## src/design/pdlz_pkg.sv

```systemverilog
// ----------------------------------------------------------------------------
// pdlz_pkg: shared types and constants of the PalmDOC LZ77 decompressor
// Token codes, history geometry and the command word passed from the
// token decoder to the byte emitter.
// ----------------------------------------------------------------------------
`timescale 1ns / 1ps
`default_nettype none

package pdlz_pkg;

  // Token byte boundaries.
  localparam logic [7:0] TOK_END      = 8'h00;
  localparam logic [7:0] TOK_LIT_MAX  = 8'h08;
  localparam logic [7:0] TOK_PASS_MAX = 8'h7F;
  localparam logic [7:0] TOK_REF_MAX  = 8'hBF;
  localparam logic [7:0] SPACE_CHAR   = 8'h20;

  // History window.
  localparam int HIST_DEPTH = 2048;
  localparam int HIST_AW    = 11;

  // Bytes per command fit in four bits (at most ten).
  localparam int CMD_LEN_W  = 4;
  localparam logic [2:0] REF_LEN_BIAS = 3'd3;

  typedef enum logic [1:0] {
    PH_TOKEN   = 2'd0,
    PH_LITERAL = 2'd1,
    PH_BACKREF = 2'd2
  } phase_t;

  typedef enum logic {
    BK_IDLE = 1'b0,
    BK_RUN  = 1'b1
  } back_state_t;

  // One unit of work for the emitter: either up to two given bytes or a
  // copy out of the history. The byte count is already cut to the limits.
  typedef struct packed {
    logic                 is_copy;
    logic [7:0]           b0;
    logic [7:0]           b1;
    logic [HIST_AW-1:0]   offset;
    logic [CMD_LEN_W-1:0] n;
    logic                 full;
  } cmd_t;

endpackage

`default_nettype wire

```

## src/design/pdlz_front.sv

```systemverilog
// ----------------------------------------------------------------------------
// pdlz_front: token decoder
// Accepts compressed words, tracks the token phase and the output counts,
// and turns each word that yields output into one command.
// ----------------------------------------------------------------------------
`timescale 1ns / 1ps
`default_nettype none

module pdlz_front #(
  parameter int RECORD_SIZE = 4096
) (
  input  wire logic          clk,
  input  wire logic          rst_n,
  input  wire logic          in_valid,
  output logic               in_ready,
  input  wire logic [7:0]    in_byte,
  input  wire logic          in_start,
  input  wire logic [31:0]   text_length,
  input  wire logic          push_ready,
  output logic               push_valid,
  output pdlz_pkg::cmd_t     push_cmd
);

  import pdlz_pkg::*;

  localparam int RC_W = $clog2(RECORD_SIZE + 1);
  localparam int CW   = (RC_W > CMD_LEN_W) ? RC_W : CMD_LEN_W;
  localparam logic [CW-1:0] REC_MAX = CW'(RECORD_SIZE);

  phase_t          phase_r, phase_nxt, phase_e;
  logic [3:0]      lit_r, lit_nxt, lit_e;
  logic [7:0]      pend_r, pend_nxt, pend_e;
  logic [CW-1:0]   rc_r, rc_nxt, rc_e;
  logic [31:0]     tc_r, tc_nxt;
  logic            stop_r, stop_nxt, stop_e;

  logic            accept;
  logic            blocked;
  logic [15:0]     ref_word;
  logic [CW-1:0]   room_r;
  logic [31:0]     room_t;
  logic [CMD_LEN_W-1:0] len, nr, n;
  logic            full;
  cmd_t            cmd;

  assign in_ready = push_ready;
  assign accept   = in_valid && in_ready;

  // A record start clears the per-record state before the word is decoded.
  assign phase_e  = in_start ? PH_TOKEN : phase_r;
  assign lit_e    = in_start ? 4'd0 : lit_r;
  assign pend_e   = in_start ? 8'd0 : pend_r;
  assign rc_e     = in_start ? '0 : rc_r;
  assign stop_e   = in_start ? 1'b0 : stop_r;

  assign blocked  = stop_e || (tc_r >= text_length);
  assign ref_word = {pend_e, in_byte};
  assign room_r   = REC_MAX - rc_e;
  assign room_t   = text_length - tc_r;

  always_ff @(posedge clk) begin
    if (!rst_n) begin
      phase_r <= PH_TOKEN;
      lit_r   <= '0;
      pend_r  <= '0;
      rc_r    <= '0;
      tc_r    <= '0;
      stop_r  <= 1'b0;
    end else begin
      phase_r <= phase_nxt;
      lit_r   <= lit_nxt;
      pend_r  <= pend_nxt;
      rc_r    <= rc_nxt;
      tc_r    <= tc_nxt;
      stop_r  <= stop_nxt;
    end
  end

  always_comb begin
    phase_nxt = phase_r;
    lit_nxt   = lit_r;
    pend_nxt  = pend_r;
    rc_nxt    = rc_r;
    tc_nxt    = tc_r;
    stop_nxt  = stop_r;
    cmd       = '0;
    len       = '0;
    nr        = '0;
    n         = '0;
    full      = 1'b0;
    if (accept) begin
      phase_nxt = phase_e;
      lit_nxt   = lit_e;
      pend_nxt  = pend_e;
      rc_nxt    = rc_e;
      stop_nxt  = stop_e;
      if (!blocked) begin
        unique case (phase_e)
          PH_LITERAL: begin
            len     = CMD_LEN_W'(1);
            cmd.b0  = in_byte;
            lit_nxt = lit_e - 4'd1;
            if (lit_e == 4'd1) begin
              phase_nxt = PH_TOKEN;
            end
          end
          PH_BACKREF: begin
            len         = CMD_LEN_W'(ref_word[2:0]) + CMD_LEN_W'(REF_LEN_BIAS);
            cmd.is_copy = 1'b1;
            cmd.offset  = (ref_word[13:3] == '0) ? HIST_AW'(1) : ref_word[13:3];
            phase_nxt   = PH_TOKEN;
          end
          PH_TOKEN: begin
            priority if (in_byte == TOK_END) begin
              stop_nxt = 1'b1;
            end else if (in_byte <= TOK_LIT_MAX) begin
              lit_nxt   = in_byte[3:0];
              phase_nxt = PH_LITERAL;
            end else if (in_byte <= TOK_PASS_MAX) begin
              len    = CMD_LEN_W'(1);
              cmd.b0 = in_byte;
            end else if (in_byte <= TOK_REF_MAX) begin
              pend_nxt  = in_byte;
              phase_nxt = PH_BACKREF;
            end else begin
              len    = CMD_LEN_W'(2);
              cmd.b0 = SPACE_CHAR;
              cmd.b1 = {1'b0, in_byte[6:0]};
            end
          end
          default: begin
            phase_nxt = PH_TOKEN;
          end
        endcase

        // Cut the byte count at whichever limit comes first.
        if (len != '0) begin
          nr = (room_r < CW'(len)) ? room_r[CMD_LEN_W-1:0] : len;
          n  = (room_t < 32'(nr)) ? room_t[CMD_LEN_W-1:0] : nr;
          full     = (CW'(n) == room_r) || (32'(n) == room_t);
          cmd.n    = n;
          cmd.full = full;
          rc_nxt   = rc_e + CW'(n);
          tc_nxt   = tc_r + 32'(n);
          if (CW'(n) == room_r) begin
            stop_nxt = 1'b1;
          end
        end
      end
    end
  end

  assign push_valid = accept && (cmd.n != '0);
  assign push_cmd   = cmd;

  a_rc_bound: assert property (@(posedge clk) disable iff (!rst_n)
    rc_r <= REC_MAX)
    else $error("record count passed the record size");

  a_full_stops: assert property (@(posedge clk) disable iff (!rst_n)
    (push_valid && push_cmd.full && (32'(push_cmd.n) != room_t)) |=> stop_r)
    else $error("record filled without ending the record");

endmodule

`default_nettype wire

```

## config.mk

```make
export PLATFORM = sky130hd
export DESIGN_NAME = pdlz_front
export DESIGN_NICKNAME = d
export VERILOG_FILES = /design/src/design/pdlz_pkg.sv /design/src/design/pdlz_front.sv
export SDC_FILE = /design/constraint.sdc
export NUM_CORES = 1
export LEC_CHECK = 0
export BUFFER_PORTS_ARGS = -buffer_cell sky130_fd_sc_hd__buf_2
export CAP_MARGIN = 20
export CORE_ASPECT_RATIO = 0.9
export CORE_MARGIN = 3
export CORE_UTILIZATION = 40
export DETAILED_ROUTE_END_ITERATION = 16
export PLACE_DENSITY = 0.58
export SLEW_MARGIN = 20
export SYNTH_ARGS = -nofsm -noshare
export SYNTH_HDL_FRONTEND = slang
export SYNTH_SLANG_ARGS = --single-unit
```

## constraint.sdc

```tcl
create_clock -name clk -period 31.5 [get_ports clk]
set_input_delay 7.875 -clock clk [delete_from_list [all_inputs] [get_ports clk]]
set_output_delay 7.875 -clock clk [all_outputs]
set_load 0.03 [all_outputs]
```

==> results.yml <==
placement:
  place_inst: 1184
  post-place-ws_ns: 9.29
  gp_congestion: 0.914
  dp_hpwl_um: 15900
  numPortBuffers: 78
  place_area_um2: 7260
timing:
  period_needed_ns: 22.31
  tns_ns: 0
  slew-limit-headroom_pct: 33.6
  finalHoldViolCount: 0
  worst_pin_slew_ns: 0.987
  maxSlewViolCount: 0
  setup_violations: 0
  hold_slack_ns: 0.509
  finalClockSkew_ns: 0.00869
  fin_ws_ns: 9.19
  finalCritPeriodShare_pct: 70.8
  rsz0062_at_grt: "false"
  max_freq_mhz: 44.8
clocking:
  cts_tree: "done"
  cts-htree-levels: 3
  cts_root_buffer: "clkbuf_16"
  numCtsBuffers: 9
  clk_pin_slew_ns: 0.06
  clock_sinks: 58
  ctsResizeCount: 0
  clk-insertion-delay-late_ns: 0.35
  cts_setup_buffers: 0
  cts_hold_buf: 0
  clockBufferDepth: 2
power:
  power_density_nw_per_um2: 33.0
  power.leakage_nw: 3.06
  peakVddDrop_mv: 0.0263
  total_power_mw: 0.251
die:
  die_w_um: 143
  pin_count: 80
  coreArea_um2: 16400
  die_h_um: 129
  dieArea_um2: 18500
  start_util_pct: 41.4
  rows: 44
synthesis:
  synthArstFlopShare_pct: 0
  synth_warnings: 0
  ys_seq_area_share_pct: 17.1
  netlist_area_um2: 6780
  synth_edf_count: 0
  synth_cell_types: 87
  synth_flop_cell: "dfxtp_1"
  ys_ff_latch: 58
  syn_inst: 936
  synth_top_area_cell: "dfxtp_1"
  syn-num-nets: 1036
  yosys-top-cells-area: "dfxtp_1 17%, ha_1 9.6%, xnor2_1 6.7%, nand2_1 5.5%, a21oi_1 4.5%"
  netlist.area_leader.share_pct: 17.1
  syn-mean-instance-area_um2: 7.24
critical_path:
  critical_path_arrival_ns: 14.44
  worst_setup_path_start_kind: "input pin"
  cp_top_family: "simple AND/OR/NAND/NOR gates"
  crit_required_ns: 23.63
  worstPathCellList: "buf_2, clkinv_1, nand2_1, ha_1, or4b_1, nand2_1, nand4b_1, and3_1, nor3_1, and4b_1, mux2_2, ha_1, a211oi_1, nand2_1, o22ai_1, nand2_1, mux2_2, inv_1, ha_1, nor4b_1, o21ai_0, o41ai_2, buf_2"
  critPathCaptureType: "primary output"
  cpMaxStageDelayCell: "clkinv_1"
  path_buf_inv: 4
  path_max_fanout: 21
  cpPeakStageDelay_ns: 0.61
  crit_top_cell: "nand2_1"
  setup.worst_path.class: "in2out"
final_layout:
  diodes: 0
  n_fill_cell: 1644
  layout.nets: 1088
  layout-drive-gt1-share_pct: 12.7
  stdcell_area_um2: 7610
  final_util_pct: 46.5
  area_growth_pct: 12.3
  final_cells: 1200
global_routing:
  grt_pass1_vias: 6475
  grt_start_max_net_pins: 60
  track_usage_pct: 22.5
  grt_pass1_wl_um: 33600
  grt.overflow.total: 0
  antenna_found_initial: 0
detailed_routing:
  routed_via_density: 5.79
  drc: 0
  drt-pass1-iter-count: 5
  antenna_left: 0
  drtIter0Drc: 521
  vias: 6945
  wl_um: 20700
  wl_per_cell_um: 17.2
outcome:
  outcome: "finished clean"
run:
  cap_viol_max_count: 0
hold_path:
  hp-class: "reg2reg"
cell families after synthesis:
kind of cell | after synthesis | synth area share [%]
AND/OR/NAND/NOR | 401 | 31.8
AO/OA/AOI/OAI | 243 | 24.3
buffers and inverters | 104 | 6.43
XOR/XNOR | 64 | 8.27
flip-flops | 58 | 17.1
adder cells (fa/ha/maj) | 55 | 10.5
multiplexers | 10 | 1.55
other | 1 | 0.0553
cell usage after synthesis, types with 4 or more instances:
master      n
nand2_1   100
inv_1      62
a21oi_1    61
dfxtp_1    58
nor2_1     56
ha_1       52
o21ai_0    52
xnor2_1    52
and2_1     47
nand3_1    30
nand4_1    27
nor3_1     27
clkbuf_1   26
nor2b_1    22
and3_1     21
a22oi_1    19
nor4_1     17
o21a_1     15
a21o_1     14
xor2_1     12
a211oi_1   10
nand2b_1   10
a21boi_0    9
o211ai_1    9
nor4b_1     8
mux2i_1     6
or3_1       6
buf_2       5
a31oi_1     4
buf_4       4
mux2_2      4
nor3b_1     4
or2_2       4
layout by cell type, fill, tap and decap left out, drive strengths merged, types with 30 or more instances in the layout:
cell type and instances:
ha 52, and2 47, buf 82, dfxtp 58, inv 62, nor2 56, xnor2 52, a21oi 62
nand3 30, o21ai 54, nand2 100
worst paths after layout:
path,from,endpoint,slack (ns),depth (start not counted)
max reg2reg,rc_r[0],tc_r[30],24.37,28
max,in_start,push_cmd[0],9.19,23
min reg2reg,tc_r[12],tc_r[12],0.51,2
min,tc_r[12],tc_r[12],0.51,2
state kept, by name, indices dropped and copies added, names as in the netlist:
signal   cells
phase_r      2
rc_r        13
lit_r        4
tc_r        32
pend_r       6
stop_r       1
area by class of cell:
type                            count  area [um^2]  area share, %
Sequential cell                    58         1160           15.3
Clock buffer                       11          253           3.32
Inverter                           63          236           3.11
Clock inverter                      5          100           1.32
Timing Repair Buffer               82          420           5.53
Multi-Input combinational cell    774         5180           68.1
Tap cell                          207          259           3.40
power by group:
part | internal [mW] | switching [mW]
combinational | 0.0210 | 0.0362
sequential | 0.0739 | 0.000590
clock | 0.0813 | 0.0384
total | 0.176 | 0.0752
tightest hold or removal path: stages, from the launching register on:
cell      delay, ns
dfxtp_1        0.32
o21ai_0        0.06
a21boi_0       0.08
layer usage:
| metal | global-route usage [%] | wire length (um) |
|---|---|---|
| met5 | 0 | 0 |
| met4 | 6.99 | 400 |
| met3 | 3.87 | 1290 |
| met2 | 31.8 | 8040 |
| met1 | 34.4 | 10900 |
Note: power is estimated with default switching activity, not from simulation.
