--- src/design/pdlz_pkg.sv ---
// ----------------------------------------------------------------------------
// pdlz_pkg: shared types and constants of the PalmDOC LZ77 decompressor
// Token codes, history geometry and the command word passed from the
// token decoder to the byte emitter.
// ----------------------------------------------------------------------------
`timescale 1ns / 1ps
`default_nettype none

package pdlz_pkg;

  // Token byte boundaries.
  localparam logic [7:0] TOK_END      = 8'h00;
  localparam logic [7:0] TOK_LIT_MAX  = 8'h08;
  localparam logic [7:0] TOK_PASS_MAX = 8'h7F;
  localparam logic [7:0] TOK_REF_MAX  = 8'hBF;
  localparam logic [7:0] SPACE_CHAR   = 8'h20;

  // History window.
  localparam int HIST_DEPTH = 2048;
  localparam int HIST_AW    = 11;

  // Bytes per command fit in four bits (at most ten).
  localparam int CMD_LEN_W  = 4;
  localparam logic [2:0] REF_LEN_BIAS = 3'd3;

  typedef enum logic [1:0] {
    PH_TOKEN   = 2'd0,
    PH_LITERAL = 2'd1,
    PH_BACKREF = 2'd2
  } phase_t;

  typedef enum logic {
    BK_IDLE = 1'b0,
    BK_RUN  = 1'b1
  } back_state_t;

  // One unit of work for the emitter: either up to two given bytes or a
  // copy out of the history. The byte count is already cut to the limits.
  typedef struct packed {
    logic                 is_copy;
    logic [7:0]           b0;
    logic [7:0]           b1;
    logic [HIST_AW-1:0]   offset;
    logic [CMD_LEN_W-1:0] n;
    logic                 full;
  } cmd_t;

endpackage

`default_nettype wire

--- src/design/pdlz_cmd_fifo.sv ---
// ----------------------------------------------------------------------------
// pdlz_cmd_fifo: command queue between decoder and emitter
// A small register queue that lets either side stall on its own.
// ----------------------------------------------------------------------------
`timescale 1ns / 1ps
`default_nettype none

module pdlz_cmd_fifo #(
  parameter int DEPTH = 4
) (
  input  wire logic          clk,
  input  wire logic          rst_n,
  input  wire logic          push,
  input  wire pdlz_pkg::cmd_t push_cmd,
  output logic               not_full,
  input  wire logic          pop,
  output logic               not_empty,
  output pdlz_pkg::cmd_t     head_cmd
);

  import pdlz_pkg::*;

  localparam int AW = (DEPTH > 1) ? $clog2(DEPTH) : 1;
  localparam int NW = $clog2(DEPTH + 1);
  localparam logic [AW-1:0] LAST_SLOT = AW'(DEPTH - 1);

  cmd_t          slots_r [DEPTH];
  logic [AW-1:0] wr_r, wr_nxt, rd_r, rd_nxt;
  logic [NW-1:0] cnt_r, cnt_nxt;

  assign not_full  = (cnt_r != NW'(DEPTH));
  assign not_empty = (cnt_r != '0);
  assign head_cmd  = slots_r[rd_r];

  always_comb begin
    wr_nxt  = wr_r;
    rd_nxt  = rd_r;
    cnt_nxt = cnt_r;
    if (push) begin
      wr_nxt = (wr_r == LAST_SLOT) ? '0 : wr_r + AW'(1);
    end
    if (pop) begin
      rd_nxt = (rd_r == LAST_SLOT) ? '0 : rd_r + AW'(1);
    end
    if (push && !pop) begin
      cnt_nxt = cnt_r + NW'(1);
    end else if (pop && !push) begin
      cnt_nxt = cnt_r - NW'(1);
    end
  end

  always_ff @(posedge clk) begin
    if (!rst_n) begin
      wr_r  <= '0;
      rd_r  <= '0;
      cnt_r <= '0;
    end else begin
      wr_r  <= wr_nxt;
      rd_r  <= rd_nxt;
      cnt_r <= cnt_nxt;
    end
  end

  always_ff @(posedge clk) begin
    if (push) begin
      slots_r[wr_r] <= push_cmd;
    end
  end

  a_no_overflow: assert property (@(posedge clk) disable iff (!rst_n)
    push |-> not_full)
    else $error("command pushed into a full queue");

  a_no_underflow: assert property (@(posedge clk) disable iff (!rst_n)
    pop |-> not_empty)
    else $error("command popped from an empty queue");

endmodule

`default_nettype wire

--- config.mk ---
export PLATFORM = sky130hd
export DESIGN_NAME = pdlz_cmd_fifo
export DESIGN_NICKNAME = d
export VERILOG_FILES = /design/src/design/pdlz_pkg.sv /design/src/design/pdlz_cmd_fifo.sv
export SDC_FILE = /design/constraint.sdc
export NUM_CORES = 1
export LEC_CHECK = 0
export ABC_AREA = 1
export BUFFER_PORTS_ARGS = -buffer_cell sky130_fd_sc_hd__buf_2
export CORE_UTILIZATION = 30
export DETAILED_ROUTE_END_ITERATION = 8
export PLACE_DENSITY = 0.43
export SETUP_SLACK_MARGIN = 0.15
export SYNTH_ARGS = -nofsm -noshare
export SYNTH_HDL_FRONTEND = slang
export SYNTH_SLANG_ARGS = --single-unit
--- constraint.sdc ---
create_clock -name clk -period 2.01 [get_ports clk]
set_input_delay 0.1005 -clock clk [delete_from_list [all_inputs] [get_ports clk]]
set_output_delay 0.1005 -clock clk [all_outputs]
set_load 0.02 [all_outputs]
==> results of run 1 <==
stage by stage:
step                      power (W)  hold slack, ns  worst slack, ns  area [sq um]
after floorplan             0.00391           0.199            0.380          5370
after global placement      0.00419           0.317            0.561          5970
after detailed placement    0.00420           0.319            0.590          5970
after CTS                   0.00712          0.0407            0.154          6860
after global routing        0.00733          0.0603            0.153          6880
final                       0.00704          0.0545            0.279          6880
final cells by class:
type	count	area, sq um	share of cell area (%)
clock buffers	22	444	6.46
flip-flops and latches	141	4150	60.2
clock inverters	10	97.6	1.42
well taps	225	282	4.09
inverters	18	70.1	1.02
multi-input cells	200	1000	14.6
repair buffers	119	837	12.2
placed cells by master (no fill, tap or decap), drive strengths merged:
| cell | n |
|---|---|
| nor3 | 2 |
| dlygate4sd3 | 34 |
| fa | 1 |
| nand3 | 3 |
| o22ai | 33 |
| buf | 85 |
| o21ai | 70 |
| nor2 | 71 |
| bufinv | 2 |
| clkbuf | 22 |
| inv | 18 |
| clkinv | 7 |
| nand2 | 8 |
| ha | 6 |
| nand4 | 1 |
| dfxtp | 9 |
| clkinvlp | 1 |
| edfxtp | 132 |
| a21oi | 5 |
timing repair:
action	4_1_cts	5_1_grt
hold endpoints to repair	137	0
resized for setup	1	7
setup endpoints to repair	2	21
hold buffers	34	0
synthesized netlist by cell type (all sizes together):
master  number  area [sq um]
o22ai       33           206
nor2        71           267
edfxtp     132          3960
nand3        3          15.0
nand2        8          30.0
a21oi        5          25.0
inv         18          67.6
fa           1          20.0
ha           6          75.1
clkbuf       3          13.8
dfxtp        9           180
nand4        1          6.26
o21ai       70           350
nor3         2          10.0
buf         17           136
logic make-up after synthesis:
group                      after synthesis  synth area share, %
adders and majority gates                7                 1.77
AOI/OAI and AO/OA                      108                 10.8
and+or+nand+nor                         85                 6.11
buffers and inverters                   38                 4.06
DFF                                    141                 77.2
flip-flops by register name, indices dropped and copies added (netlist names), named ones only:
signal   flops
slots_r    132
wr_r         2
rd_r         2
cnt_r        3
worst paths after layout:
path	endpoint	slack [ns]	cells past startpoint
worst min register to register	cnt_r[1]	0.53	2
worst min-delay path	wr_r[1]	0.05	3
worst max-delay path	head_cmd[0]	0.28	5
worst max register to register	slots_r[0][2]	0.66	5
worst min-delay path, delay by kind of cell:
| family | cells | cell delay [ns] |
|---|---|---|
| AO/OA/AOI/OAI | 1 | 0.07 |
| buffers and inverters | 2 | 0.24 |
report_power, final:
part	internal [W]	switching, W
sequential	0.00335	0.0000368
clock	0.00180	0.00106
combinational	0.000278	0.000516
total	0.00543	0.00162
metal layers:
metal / vias to the layer above / share of wire [%] / global-route usage (%) / wire length (microns)
li1: 1642 / - / - / -
met1: 1652 / 47 / 17.3 / 5440
met2: 61 / 49 / 21.4 / 5670
met3: 8 / 3.3 / 4.04 / 379
met4: 0 / 0.93 / 5.49 / 108
met5: - / 0 / 0 / 0
==> implementation parameters, run 1 <==
Parameter                              Value

Die
  Standard cell core area ... roughly 0.017 sq mm
  Die span in y ... around 140 microns
  Initial standard-cell utilization of the core ... a little under a third
  Area enclosed by the die boundary ... between 0.015 and 0.02 sq mm
  Die Span X ... 136 microns
  Io pins ... a little over 70
  Site row count ... 48

Yosys
  Warnings, synthesis ... 0
  Unique cell type count in the Yosys netlist ... 20
  Count of mapped cells out of synthesis ... between 300 and 400
  Post-synthesis sequential area ratio ... 77.2%
  Register bit count reported by yosys ... between 100 and 150
  Average instance area after synthesis ... 14.2 sq um
  Summed instance area of the synthesized netlist ... approximately 0.0054 sq mm
  Syn nets ... 423

Critical path
  Endpoint required time on the critical path ... ~1.9 ns
  Startpoint type of the worst setup path ... flip-flop
  Largest stage delay on the critical path ... 0.35 ns
  Start-to-end type of the worst setup path ... flip-flop to output pin
  Setup crit end kind ... output pin
  Cell-by-cell listing of the critical path ... inv_4 -> buf_12 -> o21ai_1 -> o22ai_1 -> buf_2
  Largest fanout of any net on the critical path ... 19
  Worst path bufs/invs ... 3
  Largest delay share family, worst path ... buffers and inverters
  Crit-path slowest cell ... sky130_fd_sc_hd__dfxtp_1
  Worst endpoint data arrival time ... around 1.6 ns
  Worst flop-to-flop path startpoint ... wr_r[0]

Timing
  Final worst clock skew ... 0.00439 ns
  Final min period ... about 1.7 ns
  Setup repair after global routing missed its margin ... false
  Final hold violation count ... 0
  Final sum of negative setup slack ... 0 ns
  Period utilization ... 86.1%
  Number of max-slew violations in the final report ... 0
  Slew HR ... about four fifths
  Worst Tran Pin Value ... between 0.3 and 0.4 ns
  Final setup violation count ... 0
  Maximum clock frequency ... 578 MHz

Routing
  Remaining design rule violation count ... 0
  Remaining number of nets flagged by the antenna check after routing ... 0
  Overall via count from detail_route ... 3363
  Via-per-instance ratio ... between 4 and 5
  Number of DRC markers in iteration 0 ... between 200 and 250
  Detailed Route WL ... ~12 mm
  Detailed-routing iteration count for the pre-antenna-repair pass ... 4
  WL/cell ... between 15 and 20 microns

Clocking
  H-tree lvl count ... 4
  CTS tree ... yes
  Latest clock arrival within the worst-skew pair ... approximately 0.40 ns
  Worst-case clock buffer depth ... 2
  Num CTS Buffers ... 17
  Clock slew at reported path FFs ... ~0.06 ns
  Number of buffers inserted by post-CTS setup repair ... 0
  Root cell of the clock tree ... sky130_fd_sc_hd__clkbuf_16
  Number of sinks handled by clock tree synthesis ... approximately 140

Placement
  Number of port buffers ... 71
  DP Cell Count ... around 670
  Routability Congestion ... between 0.7 and 0.8
  Total half-perimeter wirelength after legalization and detailed placement ... between 6 and 7 mm

Power
  Power per cell area ... 1020 mW/mm^2
  Largest vdd supply drop ... 0.575 mV
  Leakage power total ... around 2.5 nW

Finish
  Fraction of layout cells with a size suffix above 1 ... a little under a quarter
  Number of antenna cells inserted ... 0
  Number of nets in the layout ... approximately 540
  Post-layout util ... 39.6%
  Post-Layout Cell Count ... between 700 and 800
  Area growth from synthesis to layout ... 28.2%
  Filler Cells Inserted ... ~1600

Global route
  Overflow left after global routing ... 0
  Global-route wire length before repair ... approximately 18 mm
  Largest net degree at the start of global routing ... 39
  Initial antenna violation count ... 0
  Number of global-route vias before repair ... roughly 3400
  Overall fraction of global-route tracks in use ... between 10% and 20%

Run status
  Result of the run ... finished, final reports clean

Worst hold path
  Start point of the worst min-delay path ... push
  Worst min path class ... input port to flip-flop

Job
  Max capacitance violation total ... 0
Note: power is estimated with default switching activity, not from simulation.
==> inputs of run 2 (changes only) <==
--- a/config.mk
+++ b/config.mk
@@ -7,9 +7,11 @@
 export LEC_CHECK = 0
 export ABC_AREA = 1
 export BUFFER_PORTS_ARGS = -buffer_cell sky130_fd_sc_hd__buf_2
+export CELL_PAD_IN_SITES_DETAIL_PLACEMENT = 1
+export CELL_PAD_IN_SITES_GLOBAL_PLACEMENT = 2
 export CORE_UTILIZATION = 30
 export DETAILED_ROUTE_END_ITERATION = 8
-export PLACE_DENSITY = 0.43
+export PLACE_DENSITY = 0.58
 export SETUP_SLACK_MARGIN = 0.15
 export SYNTH_ARGS = -nofsm -noshare
 export SYNTH_HDL_FRONTEND = slang
==> run 2 against run 1 <==
Effect of this change:
- final area rose by 1.7%
- critical path type unchanged
- wire length increased by 7.9%
- setup slack got worse by 0.059 ns
- largest cell class unchanged
- non-clock buffer count increased by 2
- clock power up 16%
- combinational power grew 2%
- highest routed layer unchanged
- global-route usage rose by 1.1 points
- register-to-register slack worse by 0.07 ns
==> implementation parameters, run 2 (synthesis results as in run 1) <==
Parameter                              Value

Clocking
  Number of sinks handled by clock tree synthesis ... 141 (unchanged)
  Root cell of the clock tree ... sky130_fd_sc_hd__clkbuf_16
  CTS tree ... yes
  Number of buffers inserted by post-CTS setup repair ... 0 (unchanged)
  Num CTS Buffers ... 17 (unchanged)
  Latest clock arrival within the worst-skew pair ... 0.41 ns (about the same)
  H-tree lvl count ... 4 (unchanged)
  Worst-case clock buffer depth ... 2 (unchanged)
  Clock slew at reported path FFs ... 0.06 ns (about the same)

Worst hold path
  Worst min path class ... input port to flip-flop
  Hold path cells ... 3 (unchanged)

Critical path
  Largest stage delay on the critical path ... 0.39 ns (+0.04 ns)
  Setup crit end kind ... output pin
  R2R Setup Slk ... 0.59 ns (-0.07 ns)
  Start-to-end type of the worst setup path ... flip-flop to output pin
  Depth of the worst register-to-register path ... 4 (-1)
  Endpoint required time on the critical path ... 1.91 ns (about the same)
  Largest fanout of any net on the critical path ... 46 (+27)
  Crit-path slowest cell ... sky130_fd_sc_hd__dfxtp_4
  Worst endpoint data arrival time ... 1.69 ns (+0.06 ns)
  Cell-by-cell listing of the critical path ... inv_2 -> buf_12 -> nor2_1 -> o22ai_1 -> buf_2
  Endpoint of the worst setup timing path ... head_cmd[18]
  Worst flop-to-flop path startpoint ... wr_r[0]
  Terminus of the critical flop-to-flop path ... slots_r[3][3]
  Startpoint type of the worst setup path ... flip-flop

Run status
  Result of the run ... finished, final reports clean

Finish
  Area growth from synthesis to layout ... 30.4%
  Max FFs per register ... 132 (unchanged)
  Fraction of layout cells with a size suffix above 1 ... 24.1% (+1.5 points)
  Registers with the most flip-flops ... slots_r (132), cnt_r (3)
  Post-Layout Cell Count ... 736 (+0.14%)
  Number of nets in the layout ... 543 (+0.37%)
  Number of antenna cells inserted ... 0 (unchanged)
  Post-layout util ... 40.3% (+0.66 points)
  Top library cells by usage in the layout, fill and taps aside ... sky130_fd_sc_hd__edfxtp_1 (132), sky130_fd_sc_hd__nor2_1 (71), sky130_fd_sc_hd__buf_2 (71)
  Largest register by flop count ... slots_r
  Leading cell type in the layout, fill and taps excluded ... sky130_fd_sc_hd__edfxtp_1

Die
  Io pins ... 72 (unchanged)
  Initial standard-cell utilization of the core ... 30.9% (unchanged)
  Standard cell core area ... 0.0174 sq mm (unchanged)
  Site row count ... 48 (unchanged)
  Die Span X ... 136 microns (unchanged)
  Area enclosed by the die boundary ... 0.0184 sq mm (unchanged)
  Die span in y ... 136 microns (unchanged)

Global route
  Initial antenna violation count ... 0 (unchanged)
  Overflow left after global routing ... 0 (unchanged)
  Met2 Use GR ... 25.1% (+3.6 points)
  Global-route met3 utilization ... 3.78% (-0.26 points)
  Number of global-route vias before repair ... 3623 (+6.0%)
  Global-route track usage on met1 ... 17.4% (+0.12 points)
  Largest net degree at the start of global routing ... 47 (+21%)
  Most utilized layer in the global route result ... met2
  Overall fraction of global-route tracks in use ... 14.6% (+1.1 points)
  Global-route wire length before repair ... 19.5 mm (+7.8%)

Power
  Power per cell area ... 1080 mW/mm^2 (+5.2%)
  Part of the total power dissipated in sequential elements ... 45.0% (-3.1 points)
  Comb power frac ... 10.8% (-0.5 points)
  Switching Fraction ... 22.7% (-0.25 points)
  Switching power ... 0.00171 W (+5.8%)
  Largest vdd supply drop ... 0.591 mV (+2.9%)
  Leakage power total ... 2.55 nW (+2.2%)
  P_int ... 0.00583 W (+7.3%)
  Clock power share ... 44.2% (+3.6 points)

Timing
  Number of max-slew violations in the final report ... 0 (unchanged)
  Final worst clock skew ... 0.00547 ns (+0.00109 ns)
  Least setup slack across all paths after layout ... 0.221 ns (-0.0586 ns)
  Final hold violation count ... 0 (unchanged)
  Maximum clock frequency ... 559 MHz (-3.3%)
  Final sum of negative setup slack ... 0 ns (unchanged)
  Fin Hold WS ... 0.0525 ns (-0.00198 ns)
  Worst Tran Pin Value ... 0.382 ns (+0.0574 ns)
  Slew HR ... 74.6% (-3.8 points)
  Period utilization ... 89.0% (+2.9 points)
  Final min period ... 1.79 ns (+0.0586 ns)
  Final setup violation count ... 0 (unchanged)
  Setup repair after global routing missed its margin ... true

Placement
  Post-Place Worst Slack ... 0.547 ns (-0.0428 ns)
  DP Cell Count ... 671 (+0.30%)
  Routability Congestion ... 0.705 (-1.4%)
  Number of port buffers ... 71 (unchanged)
  Total half-perimeter wirelength after legalization and detailed placement ... 7.51 mm (+11%)

Routing
  Overall via count from detail_route ... 3456 (+2.8%)
  Number of DRC markers in iteration 0 ... 181 (-27%)
  Via-per-instance ratio ... 4.70 (+2.6%)
  Detailed-routing iteration count for the pre-antenna-repair pass ... 4 (unchanged)
  Detailed Route WL ... 12.5 mm (+7.9%)
  Remaining number of nets flagged by the antenna check after routing ... 0 (unchanged)
  WL/cell ... 17.0 microns (+7.8%)
  Remaining design rule violation count ... 0 (unchanged)

Job
  Max capacitance violation total ... 0 (unchanged)
==> run 2: cell types whose count changed in the layout (fill, tap and decap cells not counted), sizes merged <==
cell and change:
bufinv +3, clkinv -3, buf +2, clkbuf -2, clkinvlp +1
==> run 2: per-stage QoR <==
step                area (sq um)  power, W
floorplan                   5370   0.00391
global placement            6000   0.00420
detailed placement          6000   0.00422
CTS                         6980   0.00763
global route                7000   0.00783
finish                      7000   0.00754
==> run 2: what timing repair did <==
item                                    in CTS  in global routing
hold buffers                                34                  0
endpoints found under the setup margin      11                  6
endpoints found under the hold margin      137                  0
gates resized for setup                      3                  5
==> run 2: cell type report <==
cell class / count / area (sq um)
well taps: 225 / 282
fillers: 1814 / 10400
repair buffers: 121 / 856
clock buffers: 20 / 437
inverters: 18 / 70.1
clock inverters: 11 / 193
flip-flops and latches: 141 / 4150
multi-input cells: 200 / 1010
==> run 2: power by group through the flow <==
stage	Combinational [W]	Clock [W]	Sequential, W
CTS	0.000827	0.00342	0.00339
global placement	0.000754	0	0.00345
finish	0.000811	0.00333	0.00339
floorplan	0.000464	0	0.00344
detailed placement	0.000768	0	0.00345
global route	0.000895	0.00353	0.00340
==> run 2: metal layers <==
layer  vias up  wire length (microns)  share of wire (%)
met1      1741                   5620                 45
met4         0                    155                1.2
met3        14                    391                3.1
met2        56                   6350                 51
met5         -                      0                  0
li1       1645                      -                  -
==> run 2: worst min-delay path by stage <==
stage	from	to	slack (ns)
final	push	wr_r[1]	0.05
after detailed placement	push_cmd[12]	slots_r[2][12]	0.32
after global routing	push	wr_r[1]	0.05
after global placement	push_cmd[26]	slots_r[3][26]	0.31
after CTS	push	wr_r[1]	0.03
after floorplan	push_cmd[0]	slots_r[0][0]	0.20
==> run 2: worst max-delay path, delay by kind of cell, from the launching register on <==
family	cells	cell delay, ns
simple gates	1	0.07
flops	1	0.39
buf+inv	3	0.55
compound gates	1	0.24
